### src/rtl/core/skf_pkg.sv
// Shared types and constants for the scalar Kalman filter.
package skf_pkg;

	localparam int FRAC_BITS = 16;
	localparam int GAIN_BITS = 16;
	localparam int DIV_STEPS = GAIN_BITS;

	localparam logic [16:0] GAIN_ONE = 17'h10000;

	localparam logic [63:0] ONE_Q = 64'd1 << FRAC_BITS;
	localparam logic [31:0] RESET_Q = 32'((ONE_Q + 64'd50) / 64'd100);
	localparam logic [31:0] RESET_R = 32'((64'd7 * ONE_Q + 64'd50) / 64'd100);
	localparam logic [31:0] RESET_X = 32'(64'd50 * ONE_Q);
	localparam logic [31:0] RESET_P = 32'(64'd10 * ONE_Q);

	localparam logic [1:0] REG_PROCESS_NOISE = 2'd0;
	localparam logic [1:0] REG_MEASURE_NOISE = 2'd1;
	localparam logic [1:0] REG_INIT_ESTIMATE = 2'd2;
	localparam logic [1:0] REG_INIT_COVARIANCE = 2'd3;

	localparam logic MODE_FILTER = 1'b0;
	localparam logic MODE_RELOAD = 1'b1;

	typedef struct packed {
		logic        mode;
		logic [31:0] sample;
	} in_item_t;

	typedef struct packed {
		logic [31:0] estimate;
		logic [16:0] gain;
	} out_item_t;

	typedef struct packed {
		logic capture;
		logic load;
		logic div_step;
		logic mul_x;
		logic mul_p;
		logic commit;
	} cmd_t;

	typedef struct packed {
		logic reload;
		logic zero_r;
	} status_t;

endpackage

### src/rtl/core/scalar_kalman_filter.sv
// Top level of the scalar Kalman filter.
// Each transfer on the input channel yields one result transfer. A filter sample
// is committed before the next sample can be taken; it passes through the
// 16-step restoring divider that forms the gain, followed by two passes through one
// shared 32x17 multiplier; with measure_noise at zero the divider is skipped, and a
// reload skips both. A finished result sits in an output
// register, so the next sample is taken while it waits; the block stalls only when a
// second result is ready before the first has been transferred. Configuration writes
// take effect at once, so they should be made only while no sample is in flight.
module scalar_kalman_filter (
	input  logic               clk,
	input  logic               arst_n,
	input  logic               in_valid,
	output logic               in_ready,
	input  skf_pkg::in_item_t  in_data,
	output logic               out_valid,
	input  logic               out_ready,
	output skf_pkg::out_item_t out_data,
	input  logic               cfg_we,
	input  logic [1:0]         cfg_index,
	input  logic [31:0]        cfg_wdata
);

	skf_pkg::cmd_t    cmd;
	skf_pkg::status_t status;

	skf_ctrl u_ctrl (
		.clk       (clk),
		.arst_n    (arst_n),
		.in_valid  (in_valid),
		.in_ready  (in_ready),
		.out_valid (out_valid),
		.out_ready (out_ready),
		.status    (status),
		.cmd       (cmd)
	);

	skf_datapath u_datapath (
		.clk       (clk),
		.arst_n    (arst_n),
		.cmd       (cmd),
		.status    (status),
		.in_data   (in_data),
		.cfg_we    (cfg_we),
		.cfg_index (cfg_index),
		.cfg_wdata (cfg_wdata),
		.out_data  (out_data)
	);

endmodule

### src/rtl/core/skf_datapath.sv
// Datapath of the scalar Kalman filter: state, registers, divider and shared multiplier.
module skf_datapath (
	input  logic               clk,
	input  logic               arst_n,
	input  skf_pkg::cmd_t      cmd,
	output skf_pkg::status_t   status,
	input  skf_pkg::in_item_t  in_data,
	input  logic               cfg_we,
	input  logic [1:0]         cfg_index,
	input  logic [31:0]        cfg_wdata,
	output skf_pkg::out_item_t out_data
);

	logic [31:0] q_q, r_q, init_x_q, init_p_q;
	logic [31:0] est_q, cov_q;
	logic        mode_q;
	logic [31:0] sample_q;
	logic [31:0] pmid_q;
	logic [32:0] den_q;
	logic [33:0] rem_q;
	logic [16:0] quot_q;
	logic        neg_q;
	logic [31:0] mag_q;
	logic [48:0] prod_q;
	logic [31:0] xnew_q;
	skf_pkg::out_item_t out_q;

	logic [32:0] psum;
	logic [31:0] pmid;
	logic        neg;
	logic [33:0] trial;
	logic        fits;
	logic [31:0] mul_a;
	logic [16:0] mul_b;
	logic [48:0] prod;
	logic [31:0] step;

	always_ff @(posedge clk or negedge arst_n) begin
		if (!arst_n) begin
			q_q <= skf_pkg::RESET_Q;
			r_q <= skf_pkg::RESET_R;
			init_x_q <= skf_pkg::RESET_X;
			init_p_q <= skf_pkg::RESET_P;
		end else if (cfg_we) begin
			case (cfg_index)
				skf_pkg::REG_PROCESS_NOISE: q_q <= cfg_wdata;
				skf_pkg::REG_MEASURE_NOISE: r_q <= cfg_wdata;
				skf_pkg::REG_INIT_ESTIMATE: init_x_q <= cfg_wdata;
				skf_pkg::REG_INIT_COVARIANCE: init_p_q <= cfg_wdata;
				default: ;
			endcase
		end
	end

	assign psum = {1'b0, cov_q} + {1'b0, q_q};
	assign pmid = psum[32] ? 32'hFFFF_FFFF : psum[31:0];
	assign neg = sample_q < est_q;

	assign trial = {rem_q[32:0], 1'b0};
	assign fits = trial >= {1'b0, den_q};

	assign mul_a = cmd.mul_x ? mag_q : pmid_q;
	assign mul_b = cmd.mul_x ? quot_q : (skf_pkg::GAIN_ONE - quot_q);
	assign prod = {17'b0, mul_a} * {32'b0, mul_b};
	assign step = prod_q[47:16];

	always_ff @(posedge clk) begin
		if (cmd.capture) begin
			mode_q <= in_data.mode;
			sample_q <= in_data.sample;
		end
		if (cmd.load) begin
			pmid_q <= pmid;
			den_q <= {1'b0, pmid} + {1'b0, r_q};
			rem_q <= {2'b0, pmid};
			if (r_q == 32'd0) begin
				quot_q <= (pmid != 32'd0) ? skf_pkg::GAIN_ONE : 17'd0;
			end else begin
				quot_q <= 17'd0;
			end
			neg_q <= neg;
			mag_q <= neg ? (est_q - sample_q) : (sample_q - est_q);
		end
		if (cmd.div_step) begin
			rem_q <= fits ? (trial - {1'b0, den_q}) : trial;
			quot_q <= {quot_q[15:0], fits};
		end
		if (cmd.mul_x || cmd.mul_p) begin
			prod_q <= prod;
		end
		if (cmd.mul_p) begin
			xnew_q <= neg_q ? (est_q - step) : (est_q + step);
		end
		if (cmd.commit) begin
			if (mode_q == skf_pkg::MODE_RELOAD) begin
				out_q.estimate <= init_x_q;
				out_q.gain <= 17'd0;
			end else begin
				out_q.estimate <= xnew_q;
				out_q.gain <= quot_q;
			end
		end
	end

	always_ff @(posedge clk or negedge arst_n) begin
		if (!arst_n) begin
			est_q <= skf_pkg::RESET_X;
			cov_q <= skf_pkg::RESET_P;
		end else if (cmd.commit) begin
			if (mode_q == skf_pkg::MODE_RELOAD) begin
				est_q <= init_x_q;
				cov_q <= init_p_q;
			end else begin
				est_q <= xnew_q;
				cov_q <= step;
			end
		end
	end

	assign status.reload = (mode_q == skf_pkg::MODE_RELOAD);
	assign status.zero_r = (r_q == 32'd0);
	assign out_data = out_q;

endmodule

### src/rtl/core/skf_ctrl.sv
// Sequencing controller of the scalar Kalman filter.
module skf_ctrl (
	input  logic             clk,
	input  logic             arst_n,
	input  logic             in_valid,
	output logic             in_ready,
	output logic             out_valid,
	input  logic             out_ready,
	input  skf_pkg::status_t status,
	output skf_pkg::cmd_t    cmd
);

	localparam logic [2:0] S_IDLE = 3'd0;
	localparam logic [2:0] S_LOAD = 3'd1;
	localparam logic [2:0] S_DIV = 3'd2;
	localparam logic [2:0] S_MULX = 3'd3;
	localparam logic [2:0] S_MULP = 3'd4;
	localparam logic [2:0] S_FIN = 3'd5;

	localparam logic [3:0] LAST_STEP = 4'(skf_pkg::DIV_STEPS - 1);

	logic [2:0] state_q, state_d;
	logic [3:0] count_q;
	logic       out_valid_q;
	logic       slot_free;

	assign slot_free = !out_valid_q || out_ready;

	always_comb begin
		state_d = state_q;
		cmd = '0;
		case (state_q)
			S_IDLE: begin
				if (in_valid) begin
					cmd.capture = 1'b1;
					state_d = S_LOAD;
				end
			end
			S_LOAD: begin
				cmd.load = !status.reload;
				if (status.reload) begin
					state_d = S_FIN;
				end else if (status.zero_r) begin
					state_d = S_MULX;
				end else begin
					state_d = S_DIV;
				end
			end
			S_DIV: begin
				cmd.div_step = 1'b1;
				if (count_q == LAST_STEP) begin
					state_d = S_MULX;
				end
			end
			S_MULX: begin
				cmd.mul_x = 1'b1;
				state_d = S_MULP;
			end
			S_MULP: begin
				cmd.mul_p = 1'b1;
				state_d = S_FIN;
			end
			S_FIN: begin
				if (slot_free) begin
					cmd.commit = 1'b1;
					state_d = S_IDLE;
				end
			end
			default: state_d = S_IDLE;
		endcase
	end

	always_ff @(posedge clk or negedge arst_n) begin
		if (!arst_n) begin
			state_q <= S_IDLE;
			count_q <= 4'd0;
			out_valid_q <= 1'b0;
		end else begin
			state_q <= state_d;
			if (state_q == S_DIV) begin
				count_q <= count_q + 4'd1;
			end else begin
				count_q <= 4'd0;
			end
			if (cmd.commit) begin
				out_valid_q <= 1'b1;
			end else if (out_ready) begin
				out_valid_q <= 1'b0;
			end
		end
	end

	assign in_ready = (state_q == S_IDLE);
	assign out_valid = out_valid_q;

endmodule

### config.mk
export PLATFORM = sky130hd
export DESIGN_NAME = scalar_kalman_filter
export DESIGN_NICKNAME = d
export VERILOG_FILES = /design/src/rtl/core/skf_pkg.sv /design/src/rtl/core/scalar_kalman_filter.sv /design/src/rtl/core/skf_datapath.sv /design/src/rtl/core/skf_ctrl.sv
export SDC_FILE = /design/constraint.sdc
export NUM_CORES = 2
export LEC_CHECK = 0
export ABC_AREA = 1
export BUFFER_PORTS_ARGS = -buffer_cell sky130_fd_sc_hd__buf_2
export CORE_ASPECT_RATIO = 1.4
export CORE_UTILIZATION = 55
export CTS_BUF_LIST = sky130_fd_sc_hd__clkbuf_16
export CTS_CLUSTER_DIAMETER = 200
export DETAILED_ROUTE_END_ITERATION = 16
export PLACE_DENSITY = 0.81
export SYNTH_ARGS = -nofsm -noshare
export SYNTH_HDL_FRONTEND = slang
export SYNTH_SLANG_ARGS = --single-unit
export TNS_END_PERCENT = 10
### constraint.sdc
create_clock -name clk -period 7.3 [get_ports clk]
set_clock_uncertainty 0.05 [all_clocks]
set_input_delay 0.73 -clock clk [delete_from_list [all_inputs] [get_ports clk]]
set_output_delay 0.73 -clock clk [all_outputs]
set_load 0.03 [all_outputs]
[Word-level counts from Yosys, hierarchy flattened]
Index checks and enable logic that the tools add are counted.
Operators by class
  add/sub/neg operators: 9
  multipliers: 1
  divide/modulo/power cells: 0
  $lt $le $gt $ge: 2
  eq/ne operators: 12
  shift operators: 0
  mux-type cells: 32
  bitwise logic cells: 0
  reduce and logical (&&, ||, !) cells: 15
Operators with widths (number)
  32-bit two-way mux: 6
  33-bit two-way mux: 3
  32-bit subtractor: 3
  17-bit two-way mux: 5
  32-bit by 32-bit adder with 33-bit output: 2
  49-bit two-way mux: 1
  32-bit by 17-bit multiplier with 48-bit output: 1
  34-bit by 33-bit greater-or-equal comparator with 1-bit output: 1
  33-bit subtractor: 1
  32-bit adder: 1
  32-bit zero test: 1
  32-bit less-than comparator: 1
  32-bit nonzero test: 1
  3-bit one-hot mux with 6 select lines: 1
  17-bit subtractor (first input constant): 1
  3-bit two-way mux: 4
  1-bit two-way mux: 11
  2-bit AND reduction: 4
  3-bit by 2-bit == test with 1-bit output (second input constant): 2
  3-bit == test (second input constant): 2
  4-bit by 1-bit adder with 4-bit output (second input constant): 1
  2-bit == test (second input constant): 2
  4-bit == test (second input constant): 1
  4-bit two-way mux: 1
  10 further kinds: 14
Word-level totals
  flip-flop bits (word level): 510
  latch bits: 0
  memory bits (writable): 0
  ROM bits: 0
  bits of input ports: 72
  output and inout port bits: 51
  word-level logic and storage cells: 92
  memories kept: 0

[Depth between registers and ports, before layout]
  word-level depth: 7
  depth in mapped cells: 36
  gate-level depth less buffers: 35

[Modules after synthesis]
Synthesis repeated with hierarchy kept, for this count alone.
Second synthesis, totals
  cells, all modules: 6113
  area total of the unflattened synthesis: 48352.6 um^2
By module, submodules not included
  skf_datapath: times used 1, cells each 6056, area each 47889.7 um^2, sequential area each 13661.9 um^2
  skf_ctrl: times used 1, cells each 57, area each 462.9 um^2, sequential area each 200.2 um^2

[Worst setup path after synthesis]
OpenSTA, ideal clock, no wires.
  path type: reg-to-reg
  start point: register u_datapath.quot_q[0]
  end point: register u_datapath.prod_q[47], data pin
  setup time: 0.265 ns
  data arrival time: 6.313 ns
  data required time: 6.985 ns
  slack: 0.672 ns
  stages on the path, launching flop included: 30
  path buffers: 1
  period minus slack after synthesis: 6.628 ns
  cells stage by stage: edfxtp_1 inv_1 ha_1 nand3_1 nor3_1 nand4_1 nor2_1 o21ai_0 nand2_1 clkbuf_1 nand2_1 fa_1 inv_1 fa_1 fa_1 fa_1 fa_1 inv_1 fa_1 inv_1 ha_1 a21oi_1 inv_1 a21oi_1 nor2_1 o21ai_0 o211ai_1 a21oi_1 o21ai_0 xor2_1
Between the ends
  cells in the longest elaborated chain, start to end: 3
Ends and longest elaborated chain
  start, declared: line skf_datapath.sv:21  | logic [16:0] quot_q;
  start signal, assigned: line skf_datapath.sv:77  | quot_q <= (pmid != 32'd0) ? skf_pkg::GAIN_ONE : 17'd0;
  start signal, assigned: line skf_datapath.sv:86  | quot_q <= {quot_q[15:0], fits};
  17-bit subtractor: line skf_datapath.sv:63  | assign mul_b = cmd.mul_x ? quot_q : (skf_pkg::GAIN_ONE - quot_q);
  17-bit two-way mux *: line skf_datapath.sv:63
  32-bit by 17-bit multiplier with 48-bit output *: line skf_datapath.sv:64  | assign prod = {17'b0, mul_a} * {32'b0, mul_b};
  via u_datapath.prod[47]: line skf_datapath.sv:35  | logic [48:0] prod;
  end signal, assigned: line skf_datapath.sv:89  | prod_q <= prod;
  end, declared: line skf_datapath.sv:24  | logic [48:0] prod_q;
Mark *: on every way through the listed nets, which the timed path passes. The rest lies on a longest branch.
A chain may end at the register's enable or synchronous reset.

[Final worst setup path]
  start point: register u_datapath.quot_q[0]
  end point: register u_datapath.prod_q[44], data pin
The elaborated chain is that of the path after synthesis.

==> results.py <==
metrics = {
    "synthesis": {
        "synth-seq-cells": 494,
        "synth_seq_area_share_pct": 28.6,
        "synth-main-ff-cell": "edfxtp_1",
        "syn_area_um2": 48400,
        "yosys_warnings": 0,
        "synthArstFlopShare_pct": 40.5,
        "avgSynthCellArea_um2": 7.94,
        "ys_types": 56,
        "synthCells": 6095,
        "synth_nets": 6930,
        "synth-edff-count": 294,
    },
    "drt": {
        "detail-route-antenna-nets": 0,
        "drt_iter0_markers": 3627,
        "viasPerCell": 5.64,
        "drc": 0,
        "vias": 42093,
        "wl_um": 160000,
        "wl_per_cell_um": 21.4,
        "dr.pass1.iters": 7,
    },
    "timing": {
        "hold_viol_final": 0,
        "fin_crit_ns": 7.15,
        "relSlewSlack_pct": 23.3,
        "fin_tns_setup_ns": 0,
        "rsz0062_at_grt": "yes",
        "setup_ws_ns": 0.154,
        "setup_violations": 0,
        "period_share_pct": 97.9,
        "slew_violations": 0,
        "worst_pin_slew_ns": 1.15,
        "fmax_mhz": 140,
    },
    "floorplanning": {
        "core-area_um2": 87100,
        "die-area_um2": 89200,
        "die_w_um": 253,
        "die_h_um": 353,
        "ios": 123,
        "start_util_pct": 55.6,
        "rows": 128,
    },
    "cells_and_area": {
        "fillCellCount": 7705,
        "multi_input_area_um2": 29800,
        "seqCellArea_um2": 13900,
        "drive_above_1_share_pct": 8.79,
        "layout.cells.non_filler": 7462,
        "largest_register_ffs": 49,
        "post-route-cell-area_um2": 53500,
        "areaGrowthSynthToFinish_pct": 10.6,
        "fin_nets": 7083,
    },
    "cts": {
        "h-tree-depth": 2,
        "holdBufCountCts": 0,
        "cts.sinks": 494,
        "clockBufferDepth": 3,
        "clk_pin_slew_ns": 0.07,
        "cts_root_buf": "clkbuf_16",
        "insertion_delay_ns": 0.66,
        "cts_buffers": 49,
        "cts_tree": "done",
    },
    "critical_path": {
        "cp-start-kind": "register",
        "cp-end-kind": "register",
        "cp.arrival_ns": 7.58,
        "required_ns": 7.74,
        "slowest_stage": "fa_1",
        "crit_path_max_fanout": 9,
        "path_class": "register to register",
        "cp_common_cell": "inv_1",
        "critPathMaxStageDelay_ns": 0.55,
    },
    "global_routing": {
        "grt_pass1_wl_um": 241000,
        "grt_usage_pct": 36.0,
        "grt_pass1_vias": 42012,
        "grt_max_degree": 137,
        "grt_overflow": 0,
        "antenna_found_initial": 2,
    },
    "placement": {
        "hpwl_um": 129000,
        "port-buffer-count": 122,
        "dp.cells": 7354,
        "postPlaceCellArea_um2": 51200,
        "gp_congestion": 1.03,
        "preCtsSetupSlack_ns": -0.0136,
    },
    "hold_path": {
        "holdCritPathClass": "input port to async pin",
    },
    "run": {
        "max-cap-violations": 0,
    },
    "outcome": {
        "status": "complete, no violations",
    },
}
-- critical path: cells and delay by family (launching register included) --
family	cells	cell delay [ns]
fa+ha+maj	7	3.27
compound gates	5	0.87
simple gates	10	1.29
flops	1	0.42
buf+inv	10	1.05
-- layer usage --
layer | vias to the layer above | track usage [%] | wire [um]
met5 | - | 0 | 33
met2 | 2019 | 61.7 | 78600
met1 | 20236 | 41.7 | 55800
met3 | 567 | 4.33 | 11400
met4 | 4 | 25.5 | 14200
li1 | 19267 | - | -
-- metrics by stage --
step,hold slack (ns),util [%]
floorplan,0.383,-
global placement,0.408,58.8
detailed placement,0.408,58.8
CTS,0.165,60.7
global route,0.198,61.4
finish,0.123,61.4
-- timing repair --
item,in CTS,in global routing
resized for setup,6,95
gates cloned,0,2
endpoints found under the setup margin,5,27
pin swaps,0,15
buffers inserted,0,10
-- placed cells by master (no fill, tap or decap), drive strengths merged, types with 32 or more instances in the layout --
master  instances
nand2        1563
inv          1215
nor2          515
fa            452
o21ai         411
ha            311
edfxtp        294
a21oi         281
buf           272
dfrtp         177
nand3         150
xor2          146
xnor2          61
clkbuf         53
nor3           44
o211ai         39
mux2           32
-- area by class of cell --
cell class | instances | share of cell area (%)
inverters | 1204 | 8.48
flip-flops and latches | 494 | 25.9
repair buffers | 275 | 4.10
clock buffers | 50 | 2.34
multi-input cells | 4224 | 55.7
diodes | 3 | 0.0140
well taps | 1170 | 2.74
clock inverters | 42 | 0.713
-- synth_stat cells (4+ instances only) --
cell / count / area share, %
nor3_1: 42 / 0.43
xor2_1: 146 / 2.6
nand3b_1: 6 / 0.093
fa_1: 452 / 19
buf_4: 9 / 0.14
ha_1: 311 / 8.0
o31ai_1: 5 / 0.078
o21bai_1: 29 / 0.45
a21oi_2: 4 / 0.072
a21oi_1: 276 / 2.9
dfstp_2: 23 / 1.2
o21ai_2: 6 / 0.11
inv_2: 11 / 0.085
a21o_1: 28 / 0.43
xnor2_1: 61 / 1.1
o21ai_1: 25 / 0.26
clkbuf_1: 118 / 0.92
and2_1: 5 / 0.065
nand4_1: 26 / 0.34
o211ai_1: 39 / 0.60
clkbuf_2: 4 / 0.041
nand2_1: 1552 / 12
o21a_1: 17 / 0.26
dfrtp_1: 177 / 9.2
inv_1: 1184 / 9.2
a21boi_0: 9 / 0.14
nand2_2: 10 / 0.13
clkinv_1: 9 / 0.070
mux2_2: 32 / 0.74
nor2_1: 514 / 4.0
a31oi_1: 29 / 0.37
o21ai_0: 380 / 3.9
or2_2: 18 / 0.23
buf_2: 38 / 0.39
nor4_1: 30 / 0.39
edfxtp_1: 294 / 18
nand3_1: 148 / 1.5
-- worst paths after layout --
| kind | from | endpoint | slack [ns] | cells past startpoint |
|---|---|---|---|---|
| max in group asynchronous | arst_n | u_datapath.est_q[30] | 5.60 | 2 |
| min in group clk | in_data[0] | u_datapath.sample_q[0] | 0.20 | 1 |
| max reg2reg | u_datapath.quot_q[0] | u_datapath.prod_q[44] | 0.15 | 32 |
| min | arst_n | u_datapath.r_q[9] | 0.12 | 1 |
| max | u_datapath.quot_q[0] | u_datapath.prod_q[44] | 0.15 | 32 |
| min reg2reg | u_ctrl.count_q[0] | u_ctrl.count_q[0] | 0.41 | 1 |
-- cell families after synthesis --
family	share of synthesized area, %
flip-flops	28.6
XOR/XNOR	3.75
adder cells (fa/ha/maj)	26.7
AND/OR/NAND/NOR	19.4
buffers and inverters	10.9
multiplexers	0.765
AO/OA/AOI/OAI	9.84
Power is not shown: default switching activity piles up to over one toggle a cycle in this logic, so the estimate is an artifact.
